`config.mk`:
```
export PLATFORM = sky130hd
export DESIGN_NAME = thermal_code_to_temperature_flat
export DESIGN_NICKNAME = d
export VERILOG_FILES = /design/src/sv/tctt_pkg.sv /design/src/sv/tctt_req_if.sv /design/src/sv/tctt_rsp_if.sv /design/src/sv/tctt_csr_if.sv /design/src/sv/thermal_code_to_temperature.sv /design/src/flat_wrapper.sv
export SDC_FILE = /design/constraint.sdc
export NUM_CORES = 2
export LEC_CHECK = 0
export ABC_AREA = 1
export BUFFER_PORTS_ARGS = -buffer_cell sky130_fd_sc_hd__buf_2
export CORE_UTILIZATION = 45
export CTS_CLUSTER_DIAMETER = 150
export DETAILED_ROUTE_END_ITERATION = 10
export MAX_ROUTING_LAYER = met4
export REMOVE_ABC_BUFFERS = 1
export SETUP_SLACK_MARGIN = 0.3
export SYNTH_ARGS = -nofsm -noshare
export SYNTH_HDL_FRONTEND = slang
export SYNTH_SLANG_ARGS = --single-unit
```
`constraint.sdc`:
```
create_clock -name clock -period 12.8 [get_ports clock]
set_input_delay 1.92 -clock clock [delete_from_list [all_inputs] [get_ports clock]]
set_output_delay 1.92 -clock clock [all_outputs]
set_load 0.005 [all_outputs]
```
`src/sv/tctt_pkg.sv`:
```
// Shared widths, pipeline layout and conversion constants for the thermal
// code to temperature converter. No dependencies; every other file imports it.
package tctt_pkg;

   // Field widths.
   localparam int CODE_W = 16;
   localparam int TEMP_W = 32;
   localparam int CAL_W  = 32;

   // Intermediate widths.
   localparam int FACTOR_W = 18;   // code * 3318 / 1024 stays below 2^18
   localparam int READ_W   = 19;   // code * 4342 / 1024 stays below 2^19
   localparam int DEN_W    = 19;   // 65536 + factor stays below 2^19
   localparam int NUM_W    = READ_W + 16;
   localparam int QUOT_W   = 17;   // normalized reading stays below 2^17
   localparam int SUM_W    = 18;   // reading plus signed trim
   localparam int PROD_W   = 32;   // sum times slope
   localparam int SCALE_W  = 48;   // offset product times 100000

   // Conversion constants.
   localparam int K_SLOPE_A   = 9411;
   localparam int K_OFFSET_B  = 3159;
   localparam int K_M_1024    = 4342;
   localparam int K_N_1024    = 3318;
   localparam int K_SCALE     = 100000;
   localparam int K_ZERO_C_UK = 273150000;
   localparam int K_ONE       = 65536;
   localparam int K_OFFSET_BIAS = K_OFFSET_B * K_ONE;

   // Pipeline layout: one entry stage, one stage per quotient bit, then the
   // slope multiply, the scale multiply and the output register.
   localparam int DIV_STEPS = QUOT_W;
   localparam int S_ENTRY   = 0;
   localparam int S_MUL     = DIV_STEPS + 1;
   localparam int S_SCALE   = DIV_STEPS + 2;
   localparam int S_OUT     = DIV_STEPS + 3;
   localparam int NUM_STAGES = DIV_STEPS + 4;

endpackage

```
`src/sv/tctt_req_if.sv`:
```
// Input channel of the converter: valid, ready and one raw sensor code.
// Depends on tctt_pkg for the field width.
interface tctt_req_if import tctt_pkg::*; ();
   logic              valid;
   logic              ready;
   logic [CODE_W-1:0] raw_code;

   modport source (output valid, output raw_code, input ready);
   modport sink   (input valid, input raw_code, output ready);
endinterface

```
`src/sv/tctt_rsp_if.sv`:
```
// Result channel of the converter: valid, ready and one signed temperature.
// Depends on tctt_pkg for the field width.
interface tctt_rsp_if import tctt_pkg::*; ();
   logic                     valid;
   logic                     ready;
   logic signed [TEMP_W-1:0] temperature_microkelvin;

   modport source (output valid, output temperature_microkelvin, input ready);
   modport sink   (input valid, input temperature_microkelvin, output ready);
endinterface

```
`src/sv/tctt_csr_if.sv`:
```
// Configuration write channel of the converter: valid, ready and the
// calibration word. Depends on tctt_pkg for the register width.
interface tctt_csr_if import tctt_pkg::*; ();
   logic             valid;
   logic             ready;
   logic [CAL_W-1:0] calibration_word;

   modport source (output valid, output calibration_word, input ready);
   modport sink   (input valid, input calibration_word, output ready);
endinterface

```
`src/sv/thermal_code_to_temperature.sv`:
```
// Top level of the thermal code to temperature converter: a 21-stage pipeline.
// Depends on tctt_pkg and the tctt_req_if, tctt_rsp_if and tctt_csr_if channels.
//
// The converter turns each raw 16-bit sensor code into a temperature in
// microkelvin, using the trim offset held in the calibration word. It
// accepts one code per clock and delivers one result per clock once the
// pipeline is full and while the result side does not stall. The depth
// is set mostly by the division by (65536 + factor), which is done by a
// restoring divider with one quotient bit per stage (17 stages). The
// divider sits behind the entry stage and is followed by a slope
// multiply, a scale multiply and the output register. Every stage carries
// its own valid bit and loads whenever it is empty or its successor moves,
// so a stall on the result side fills bubbles before it holds the input,
// and nothing is lost or repeated. The calibration word is taken on any
// configuration transfer and should only change while no code is in
// flight; there is no clearing pass after reset.
module thermal_code_to_temperature import tctt_pkg::*; (
   input logic        clock,
   input logic        reset,
   tctt_req_if.sink   req_ch,
   tctt_rsp_if.source rsp_ch,
   tctt_csr_if.sink   csr_ch
);

   // Configuration register.
   logic [CAL_W-1:0] cal_ff;

   // Per-stage valid bits and the backward ready chain.
   logic [NUM_STAGES-1:0] valid_ff;
   logic [NUM_STAGES:0]   ready_w;

   // Divider stages: entry stage and one stage per quotient bit.
   logic [NUM_W-1:0]  rem_ff  [0:DIV_STEPS];
   logic [DEN_W-1:0]  den_ff  [0:DIV_STEPS];
   logic [QUOT_W-1:0] quot_ff [0:DIV_STEPS];

   // Tail stages.
   logic signed [PROD_W-1:0]  prod_ff;
   logic signed [SCALE_W-1:0] scaled_ff;
   logic signed [TEMP_W-1:0]  temp_ff;

   // The configuration port never pushes back.
   assign csr_ch.ready = 1'b1;

   always_ff @(posedge clock) begin
      if (reset) begin
         cal_ff <= '0;
      end else if (csr_ch.valid) begin
         cal_ff <= csr_ch.calibration_word;
      end
   end

   // A stage may load when it is empty or when its own contents move on.
   assign ready_w[NUM_STAGES] = rsp_ch.ready;
   for (genvar k = 0; k < NUM_STAGES; k++) begin : g_ready
      assign ready_w[k] = !valid_ff[k] || ready_w[k+1];
   end

   always_ff @(posedge clock) begin
      if (reset) begin
         valid_ff <= '0;
      end else begin
         if (ready_w[S_ENTRY]) begin
            valid_ff[S_ENTRY] <= req_ch.valid;
         end
         for (int k = S_ENTRY + 1; k < NUM_STAGES; k++) begin
            if (ready_w[k]) begin
               valid_ff[k] <= valid_ff[k-1];
            end
         end
      end
   end

   assign req_ch.ready = ready_w[S_ENTRY];

   // Entry stage: both constant scalings of the code, then the numerator
   // (reading times 65536) and the divisor (65536 plus factor).
   logic [CODE_W+12-1:0] factor_prod_w;
   logic [CODE_W+13-1:0] read_prod_w;
   logic [FACTOR_W-1:0]  factor_w;
   logic [READ_W-1:0]    reading_w;
   logic [NUM_W-1:0]     num_in;
   logic [DEN_W-1:0]     den_in;

   always_comb begin
      factor_prod_w = req_ch.raw_code * (CODE_W+12)'(K_N_1024);
      read_prod_w   = req_ch.raw_code * (CODE_W+13)'(K_M_1024);
      factor_w      = factor_prod_w[10 +: FACTOR_W];
      reading_w     = read_prod_w[10 +: READ_W];
      num_in        = {reading_w, 16'd0};
      den_in        = DEN_W'(K_ONE) + DEN_W'(factor_w);
   end

   always_ff @(posedge clock) begin
      if (ready_w[S_ENTRY] && req_ch.valid) begin
         rem_ff[0]  <= num_in;
         den_ff[0]  <= den_in;
         quot_ff[0] <= '0;
      end
   end

   // Restoring division, most significant quotient bit first. The quotient
   // is known to stay below 2^17, so the remainder always stays below the
   // divisor shifted one place above the bit under test.
   for (genvar k = 1; k <= DIV_STEPS; k++) begin : g_div
      localparam int SH = DIV_STEPS - k;
      logic [NUM_W-1:0]  trial_w;
      logic [NUM_W-1:0]  rem_in;
      logic [QUOT_W-1:0] quot_in;

      always_comb begin
         trial_w = NUM_W'(den_ff[k-1]) << SH;
         rem_in  = rem_ff[k-1];
         quot_in = quot_ff[k-1];
         if (rem_ff[k-1] >= trial_w) begin
            rem_in      = rem_ff[k-1] - trial_w;
            quot_in[SH] = 1'b1;
         end
      end

      always_ff @(posedge clock) begin
         if (ready_w[k] && valid_ff[k-1]) begin
            rem_ff[k]  <= rem_in;
            den_ff[k]  <= den_ff[k-1];
            quot_ff[k] <= quot_in;
         end
      end
   end

   // Trim offset: zero for a version-zero word, else sign and magnitude.
   logic signed [SUM_W-1:0] trim_w;
   logic signed [SUM_W-1:0] sum_w;
   logic signed [PROD_W-1:0] prod_in;

   always_comb begin
      if (cal_ff[31:24] == 8'd0) begin
         trim_w = '0;
      end else if (cal_ff[15]) begin
         trim_w = -$signed(SUM_W'(cal_ff[14:0]));
      end else begin
         trim_w = $signed(SUM_W'(cal_ff[14:0]));
      end
      sum_w   = $signed(SUM_W'(quot_ff[DIV_STEPS])) + trim_w;
      prod_in = PROD_W'(sum_w * $signed(16'(K_SLOPE_A)));
   end

   always_ff @(posedge clock) begin
      if (ready_w[S_MUL] && valid_ff[S_MUL-1]) begin
         prod_ff <= prod_in;
      end
   end

   // Remove the sensor's zero point and scale by 100000.
   logic signed [PROD_W-1:0]  biased_w;
   logic signed [SCALE_W-1:0] scaled_in;

   always_comb begin
      biased_w  = prod_ff - $signed(PROD_W'(K_OFFSET_BIAS));
      scaled_in = SCALE_W'(biased_w * $signed(18'(K_SCALE)));
   end

   always_ff @(posedge clock) begin
      if (ready_w[S_SCALE] && valid_ff[S_SCALE-1]) begin
         scaled_ff <= scaled_in;
      end
   end

   // Divide by 65536 truncating toward zero: negative values are biased by
   // 65535 before the arithmetic shift. Then move to the Kelvin zero point.
   logic signed [SCALE_W-1:0] rounded_w;
   logic signed [SCALE_W-1:0] shifted_w;
   logic signed [TEMP_W-1:0]  temp_in;

   always_comb begin
      rounded_w = scaled_ff;
      if (scaled_ff[SCALE_W-1]) begin
         rounded_w = scaled_ff + $signed(SCALE_W'(K_ONE - 1));
      end
      shifted_w = rounded_w >>> 16;
      temp_in   = TEMP_W'(shifted_w) + $signed(TEMP_W'(K_ZERO_C_UK));
   end

   always_ff @(posedge clock) begin
      if (ready_w[S_OUT] && valid_ff[S_OUT-1]) begin
         temp_ff <= temp_in;
      end
   end

   assign rsp_ch.valid                   = valid_ff[S_OUT];
   assign rsp_ch.temperature_microkelvin = temp_ff;

   // An empty entry stage always takes the next code.
   a_entry_ready: assert property (@(posedge clock) disable iff (reset)
      !valid_ff[S_ENTRY] |-> req_ch.ready)
      else $error("entry stage empty but input not ready");

   // After the last quotient bit the remainder is below the divisor.
   a_div_rem: assert property (@(posedge clock) disable iff (reset)
      valid_ff[DIV_STEPS] |-> (rem_ff[DIV_STEPS] < NUM_W'(den_ff[DIV_STEPS])))
      else $error("divider remainder not reduced below divisor");

   // A held entry stage keeps its operands until its successor takes them.
   a_entry_hold: assert property (@(posedge clock) disable iff (reset)
      valid_ff[S_ENTRY] && !ready_w[S_ENTRY+1] |=>
         valid_ff[S_ENTRY] && $stable(rem_ff[0]) && $stable(den_ff[0]))
      else $error("stalled entry stage lost its operands");

endmodule

```
`src/flat_wrapper.sv`:
```
// flat-port wrapper written by rule: the top's interface ports become plain ports
module thermal_code_to_temperature_flat import tctt_pkg::*;
  (clock, reset, req_ch_valid, req_ch_raw_code, req_ch_ready, rsp_ch_valid, rsp_ch_temperature_microkelvin, rsp_ch_ready, csr_ch_valid, csr_ch_calibration_word, csr_ch_ready);
  tctt_req_if req_ch_i ();
  tctt_rsp_if rsp_ch_i ();
  tctt_csr_if csr_ch_i ();
  input logic clock;
  input logic reset;
  input wire logic [$bits(req_ch_i.valid)-1:0] req_ch_valid;
  input wire logic [$bits(req_ch_i.raw_code)-1:0] req_ch_raw_code;
  output wire logic [$bits(req_ch_i.ready)-1:0] req_ch_ready;
  output wire logic [$bits(rsp_ch_i.valid)-1:0] rsp_ch_valid;
  output wire logic [$bits(rsp_ch_i.temperature_microkelvin)-1:0] rsp_ch_temperature_microkelvin;
  input wire logic [$bits(rsp_ch_i.ready)-1:0] rsp_ch_ready;
  input wire logic [$bits(csr_ch_i.valid)-1:0] csr_ch_valid;
  input wire logic [$bits(csr_ch_i.calibration_word)-1:0] csr_ch_calibration_word;
  output wire logic [$bits(csr_ch_i.ready)-1:0] csr_ch_ready;
  assign req_ch_i.valid = req_ch_valid;
  assign req_ch_i.raw_code = req_ch_raw_code;
  assign req_ch_ready = req_ch_i.ready;
  assign rsp_ch_valid = rsp_ch_i.valid;
  assign rsp_ch_temperature_microkelvin = rsp_ch_i.temperature_microkelvin;
  assign rsp_ch_i.ready = rsp_ch_ready;
  assign csr_ch_i.valid = csr_ch_valid;
  assign csr_ch_i.calibration_word = csr_ch_calibration_word;
  assign csr_ch_ready = csr_ch_i.ready;
  thermal_code_to_temperature u_core (.clock(clock), .reset(reset), .req_ch(req_ch_i), .rsp_ch(rsp_ch_i), .csr_ch(csr_ch_i));
endmodule
```
## After elaboration in Yosys (flattened, before gate mapping)

Memory sizes are Yosys's and may differ from the RTL's.
Index checks and enable logic that the tools add are counted.

- Magnitude comparators: 17
- Shifts and indexed selects: 0
- Reduce and logical (&&, ||, !) cells: 64
- Add/subtract/negate cells: 23
- Equality and inequality tests: 0
- Div/mod/pow operators: 0
- Bitwise logic cells: 0
- Multiplexer cells: 73
- $mul: 4

Operators by type and width:

| cell | count |
|---|---|
| $mux W35 | 17 |
| $mux W1 | 53 |
| $add A48 B17 Y48 const B | 1 |
| $mux W48 | 1 |
| $mul A32 B13 Y43 const B | 1 |
| $mux W18 | 2 |
| $ge A35 B19 Y1 | 1 |
| $ge A35 B20 Y1 | 1 |
| $ge A35 B21 Y1 | 1 |
| $ge A35 B22 Y1 | 1 |
| $ge A35 B23 Y1 | 1 |
| $ge A35 B24 Y1 | 1 |
| $ge A35 B25 Y1 | 1 |
| $ge A35 B26 Y1 | 1 |
| $ge A35 B27 Y1 | 1 |
| $ge A35 B28 Y1 | 1 |
| $ge A35 B29 Y1 | 1 |
| $ge A35 B30 Y1 | 1 |
| $ge A35 B31 Y1 | 1 |
| $ge A35 B32 Y1 | 1 |
| $ge A35 B33 Y1 | 1 |
| $ge A35 B34 Y1 | 1 |
| $ge A35 B35 Y1 | 1 |
| $sub A35 B19 Y35 | 1 |
| 28 further kinds | 88 |

- Logic and storage cells: 209
- Flip-flop bits (word level): 160
- Latch bits: 0
- Memory bits (read-only): 0
- Bits in writable memories: 1278
- Output and inout bits: 35
- Memories kept: 3
- Input bits: 53

Memory list:

| name | words | width | rd ports | clocked after memory_dff | wr ports | RTL line | text |
|---|---|---|---|---|---|---|---|
| u_core.rem_ff | 18 | 35 | 17 | 0 | 18 | thermal_code_to_temperature.sv:33 | `logic [NUM_W-1:0] rem_ff [0:DIV_STEPS];` |
| u_core.den_ff | 18 | 19 | 17 | 0 | 18 | thermal_code_to_temperature.sv:34 | `logic [DEN_W-1:0] den_ff [0:DIV_STEPS];` |
| u_core.quot_ff | 18 | 17 | 18 | 0 | 18 | thermal_code_to_temperature.sv:35 | `logic [QUOT_W-1:0] quot_ff [0:DIV_STEPS];` |

## Logic depth before layout (Yosys ltp)

- Depth in word-level cells: 25
- Gate-level depth with buffers: 42
- Depth with buffers taken out: 42

## Worst setup path before layout

OpenSTA, ideal clock, no wires.

- Path type: reg2reg
- Start: reg u_core.cal_ff[0]
- End: reg u_core.prod_ff[28] (data pin)
- Path buffers: 1
- Data required time: 12536 ps
- Stages on the path, launching flop included: 40
- Data arrival time: 7610 ps
- Setup slack: 4927 ps
- Setup time: 264 ps
- Period minus slack after synthesis: 7873 ps
- Cell sequence: dfxtp_1 -> inv_1 -> ha_1 -> inv_1 -> nor3_1 -> inv_1 -> nor3_1 -> nand2_1 -> nor2_1 -> inv_1 -> nor2_1 -> inv_1 -> nor3_1 -> nor3_1 -> nor3_1 -> ha_1 -> clkbuf_1 -> a21oi_1 -> [... 4 more ...] -> nand2_2 -> inv_1 -> ha_1 -> ha_1 -> fa_1 -> fa_1 -> ha_1 -> inv_1 -> fa_1 -> inv_1 -> ha_1 -> nand2_1 -> nor4_1 -> nand3_1 -> nand3_1 -> a31o_2 -> a31oi_1 -> xor2_1

- Word-level cells in the longest chain between the ends: 5

Ends and longest elaborated chain:

| element | RTL line | text |
|---|---|---|
| from (decl) | thermal_code_to_temperature.sv:26 | `logic [CAL_W-1:0] cal_ff;` |
| from (signal assigned) | thermal_code_to_temperature.sv:49 | `cal_ff <= csr_ch.calibration_word;` |
| $neg A15 Y18 | thermal_code_to_temperature.sv:139 | `trim_w = -$signed(SUM_W'(cal_ff[14:0]));` |
| $mux W18 (*) | thermal_code_to_temperature.sv:138 | `end else if (cal_ff[15]) begin` |
| $mux W18 (*) | thermal_code_to_temperature.sv:136 | `if (cal_ff[31:24] == 8'd0) begin` |
| $add A18 B18 Y18 (*) | thermal_code_to_temperature.sv:143 | `sum_w = $signed(SUM_W'(quot_ff[DIV_STEPS])) + trim_w;` |
| $mul A18 B15 Y32 (*) | thermal_code_to_temperature.sv:144 | `prod_in = PROD_W'(sum_w * $signed(16'(K_SLOPE_A)));` |
| net u_core.prod_in[28] | thermal_code_to_temperature.sv:133 | `logic signed [PROD_W-1:0] prod_in;` |
| to (signal assigned) | thermal_code_to_temperature.sv:149 | `prod_ff <= prod_in;` |
| to (decl) | thermal_code_to_temperature.sv:38 | `logic signed [PROD_W-1:0] prod_ff;` |

Mark *: on every way through the listed nets, which the timed path passes. The rest lies on a longest branch.
A chain may end at the register's enable or synchronous reset.

## Worst setup path after layout

Ends and elaborated chain as after synthesis.

==> impl_metrics.prom <==
# TYPE chip_impl_metric gauge
chip_impl_info{name="status",value="finished, final reports clean"} 1
chip_impl_metric{name="firstDrtPassIters",unit=""} 6
chip_impl_metric{name="period_minus_slack",unit="ps"} 9070
chip_impl_metric{name="crit_arrival",unit="ps"} 9560
chip_impl_metric{name="timing.critical_path.fanout_max",unit=""} 19
chip_impl_info{name="endpoint_kind",value="register"} 1
chip_impl_info{name="synth_top_family_by_area",value="adder cells"} 1
chip_impl_metric{name="met2_wirelength",unit="um"} 87600
chip_impl_metric{name="drc_errors",unit=""} 0
chip_impl_metric{name="grt_first_pass_wirelength",unit="um"} 295000
chip_impl_info{name="timing.critical_path.to",value="u_core.prod_ff[28]"} 1
chip_impl_info{name="route.top_layer_used",value="met4"} 1
chip_impl_metric{name="met1_length",unit="um"} 85400
chip_impl_metric{name="post_synth_and_or_nand_nor_area_fraction",unit="%"} 13.5
chip_impl_metric{name="dr_wl_met3",unit="um"} 7170
chip_impl_metric{name="io_buffer_count",unit=""} 78
chip_impl_info{name="crit_path_frequent_cell",value="inv_1"} 1
chip_impl_metric{name="synth-compound-area-share",unit="%"} 10.4
chip_impl_metric{name="grt_start_max_net_pins",unit=""} 68
chip_impl_info{name="rsz0062_at_grt",value="false"} 1
chip_impl_metric{name="floorplan.rows",unit=""} 151
chip_impl_metric{name="synth_adder_area_share",unit="%"} 20.9
chip_impl_metric{name="drt_first_iter_violations",unit=""} 3547
chip_impl_metric{name="ctsHoldBuffers",unit=""} 0
chip_impl_metric{name="drive_gt1_share",unit="%"} 4.83
chip_impl_metric{name="clk_pin_slew_worst_paths",unit="ps"} 60
chip_impl_metric{name="max-vdd-ir-drop",unit="mV"} 0.382
chip_impl_metric{name="ys_ff_latch",unit=""} 1071
chip_impl_metric{name="place_ws",unit="ps"} 3770
chip_impl_info{name="kind_of_launch_point_of_the_worst_setup_path",value="register"} 1
chip_impl_metric{name="insertion_delay",unit="ps"} 770
chip_impl_metric{name="cts_num_sinks",unit=""} 1071
chip_impl_metric{name="area_of_the_core",unit="mm^2"} 0.169
chip_impl_metric{name="syn2layout_area_growth",unit="%"} 9.31
chip_impl_metric{name="die_width",unit="um"} 415
chip_impl_metric{name="worstMarginPinSlew",unit="ps"} 1130
chip_impl_metric{name="routed_wirelength",unit="um"} 186000
chip_impl_metric{name="finalSetupViolCount",unit=""} 0
chip_impl_metric{name="vias",unit=""} 54800
chip_impl_metric{name="total_leakage_power",unit="nW"} 36.1
chip_impl_metric{name="layout_setup_ws",unit="ps"} 3730
chip_impl_info{name="mostFrequentLayoutCell",value="inv_1"} 1
chip_impl_info{name="worst_setup_path_startpoint",value="u_core.cal_ff[0]"} 1
chip_impl_metric{name="timing.clock.skew",unit="ps"} 35.3
chip_impl_metric{name="postSynth.asyncResetShare",unit="%"} 0
chip_impl_metric{name="grt_pass1_vias",unit=""} 54200
chip_impl_metric{name="numCtsBuffers",unit=""} 118
chip_impl_metric{name="hold_slack",unit="ps"} 400
chip_impl_metric{name="min_path_cells",unit=""} 0
chip_impl_info{name="setup.worst_path.class",value="reg -> reg"} 1
chip_impl_metric{name="htree_levels",unit=""} 3
chip_impl_metric{name="final-instance-count-excl-fill",unit=""} 10600
chip_impl_metric{name="relSlewSlack",unit="%"} 24.6
chip_impl_metric{name="detailed_place_hpwl",unit="um"} 152000
chip_impl_metric{name="route.antenna.remaining_nets",unit=""} 0
chip_impl_metric{name="hold_violations",unit=""} 0
chip_impl_metric{name="placed_instances",unit=""} 10400
chip_impl_info{name="cts_root_buf",value="clkbuf_16"} 1
chip_impl_info{name="most-common-layout-cells",value="inv_1 (1,508), nand2_1 (1,236), edfxtp_1 (1,026)"} 1
chip_impl_metric{name="clock_tree_buffer_depth",unit=""} 3
chip_impl_metric{name="synthDistinctLibCells",unit=""} 73
chip_impl_metric{name="fin_nets",unit=""} 9437
chip_impl_metric{name="synth_warnings",unit=""} 0
chip_impl_metric{name="antenna_diode_count",unit=""} 0
chip_impl_metric{name="die_area",unit="mm^2"} 0.172
chip_impl_metric{name="maxSlewViolCount",unit=""} 0
chip_impl_metric{name="number_of_enable_flip_flop_cells_after_synthesis",unit=""} 1026
chip_impl_metric{name="ys_seq_area_share",unit="%"} 41.4
chip_impl_metric{name="synthesis.area",unit="mm^2"} 0.0767
chip_impl_metric{name="ratio_of_total_power_to_cell_area",unit="mW/mm^2"} 186
chip_impl_metric{name="syn-mean-instance-area",unit="um^2"} 9.40
chip_impl_metric{name="setup_tns",unit="ps"} 0
chip_impl_metric{name="post_synth_xor_area_fraction",unit="%"} 5.89
chip_impl_metric{name="avgViaCountPerCell",unit=""} 5.15
chip_impl_metric{name="overflow",unit=""} 0
chip_impl_info{name="critical_path.reg2reg.endpoint",value="u_core.prod_ff[28]"} 1
chip_impl_metric{name="r2r.worst_path.cells",unit=""} 38
chip_impl_metric{name="grt_antenna_before_repair",unit=""} 0
chip_impl_metric{name="initial_utilization",unit="%"} 45.3
chip_impl_info{name="crit_path_top_delay_cell",value="nand2_2"} 1
chip_impl_metric{name="die_height",unit="um"} 415
chip_impl_info{name="worstHoldPathType",value="reg -> reg"} 1
chip_impl_metric{name="finalCritPeriodShare",unit="%"} 70.9
chip_impl_metric{name="post_cts_buffers",unit=""} 0
chip_impl_metric{name="num_io_pins",unit=""} 88
chip_impl_metric{name="ff2ff_setup_slack",unit="ps"} 3730
chip_impl_metric{name="place_congestion",unit=""} 0.949
chip_impl_info{name="launch_instance_of_the_worst_register_to_register_path",value="u_core.cal_ff[0]"} 1
chip_impl_metric{name="fmax",unit="MHz"} 110
chip_impl_metric{name="required",unit="ps"} 13290
chip_impl_metric{name="synthCells",unit=""} 8152
chip_impl_metric{name="ctsResizeCount",unit=""} 0
chip_impl_info{name="clock_tree_from_tritoncts",value="yes"} 1
chip_impl_metric{name="wl_per_cell",unit="um"} 17.5
chip_impl_metric{name="maximum_capacitance_violations",unit=""} 0
chip_impl_metric{name="slowest_delay",unit="ps"} 500
chip_impl_info{name="postSynth.topFlopCell",value="edfxtp_1"} 1
chip_impl_metric{name="grt.total_usage",unit="%"} 22.2
chip_impl_metric{name="yosys-mux-area-fraction",unit="%"} 0
synth_stat cells, types with 64 or more instances:
library cell | instances | area share, %
xnor2_1 | 216 | 2.5
nor3_1 | 131 | 0.86
inv_1 | 1515 | 7.4
fa_1 | 332 | 8.7
o21ai_0 | 493 | 3.2
nand2_1 | 1236 | 6.1
edfxtp_1 | 1026 | 40
nand4_1 | 87 | 0.71
ha_1 | 750 | 12
nand3_1 | 215 | 1.4
nor2_1 | 626 | 3.1
xor2_1 | 296 | 3.4
a31oi_1 | 64 | 0.52
a21oi_1 | 613 | 4.0
worst min path at each step:
stage | endpoint | start
after floorplan | u_core.quot_ff[10][10] | u_core.quot_ff[9][10]
after global placement | u_core.quot_ff[12][16] | u_core.quot_ff[11][16]
after detailed placement | u_core.quot_ff[11][15] | u_core.quot_ff[10][15]
after CTS | u_core.quot_ff[8][12] | u_core.quot_ff[7][12]
after global routing | u_core.quot_ff[9][16] | u_core.quot_ff[8][16]
final | u_core.quot_ff[9][9] | u_core.quot_ff[8][9]
power by group:
part | switching, W | internal (W)
registers | 0.0000961 | 0.00438
clock network | 0.00146 | 0.00204
logic | 0.00475 | 0.00287
cell type report:
type / instances / area [um^2]
clock inverters: 83 / 952
inverters: 1526 / 5730
well taps: 2218 / 2780
multi-input cells: 5479 / 39000
fillers: 15900 / 85500
clock buffers: 138 / 3050
repair buffers: 106 / 601
flip-flops and latches: 1071 / 31700
flip-flops by register name, indices dropped and copies added (netlist names):
name                                   cells
u_core.quot_ff                           153
u_core.prod_ff                            32
u_core.valid_ff                           21
u_core.cal_ff                             24
u_core.den_ff                            323
u_core.scaled_ff                          43
u_core.rsp_ch.temperature_microkelvin     32
u_core.rem_ff                            443
logic make-up (layout without fill, tap and decap cells):
kind of cell    count (synthesis)  in the layout
fa+ha+maj                    1082           1082
simple gates                 2452           2452
flops                        1071           1071
xor+xnor                      514            514
other cells                     1              1
buf+inv                      1602           1853
compound gates               1430           1430
worst max-delay path: cells and delay by family, from the launching register on:
family                   cells  cell delay (ps)
XOR/XNOR                     1              150
AO/OA/AOI/OAI                3              470
adder cells (fa/ha/maj)      9             3530
AND/OR/NAND/NOR             17             3530
flip-flops                   1              300
buffers and inverters        8              830
layer usage:
layer  vias to the layer above  global-route usage [%]
met4                         0                    6.67
met1                     25800                    29.2
met5                         -                       -
li1                      27500                       -
met3                       313                    2.50
met2                      1066                    36.0
through the flow:
stage,util (%),total power (W),cell area [um^2]
2_1_floorplan,-,0.0102,76300
3_3_place_gp,47.1,0.0121,79800
3_5_place_dp,47.1,0.0121,79800
4_1_cts,49.5,0.0157,83800
5_1_grt,49.5,0.0169,83800
6_report,49.5,0.0156,83800
No activity file was read; power rests on OpenSTA's default activity.
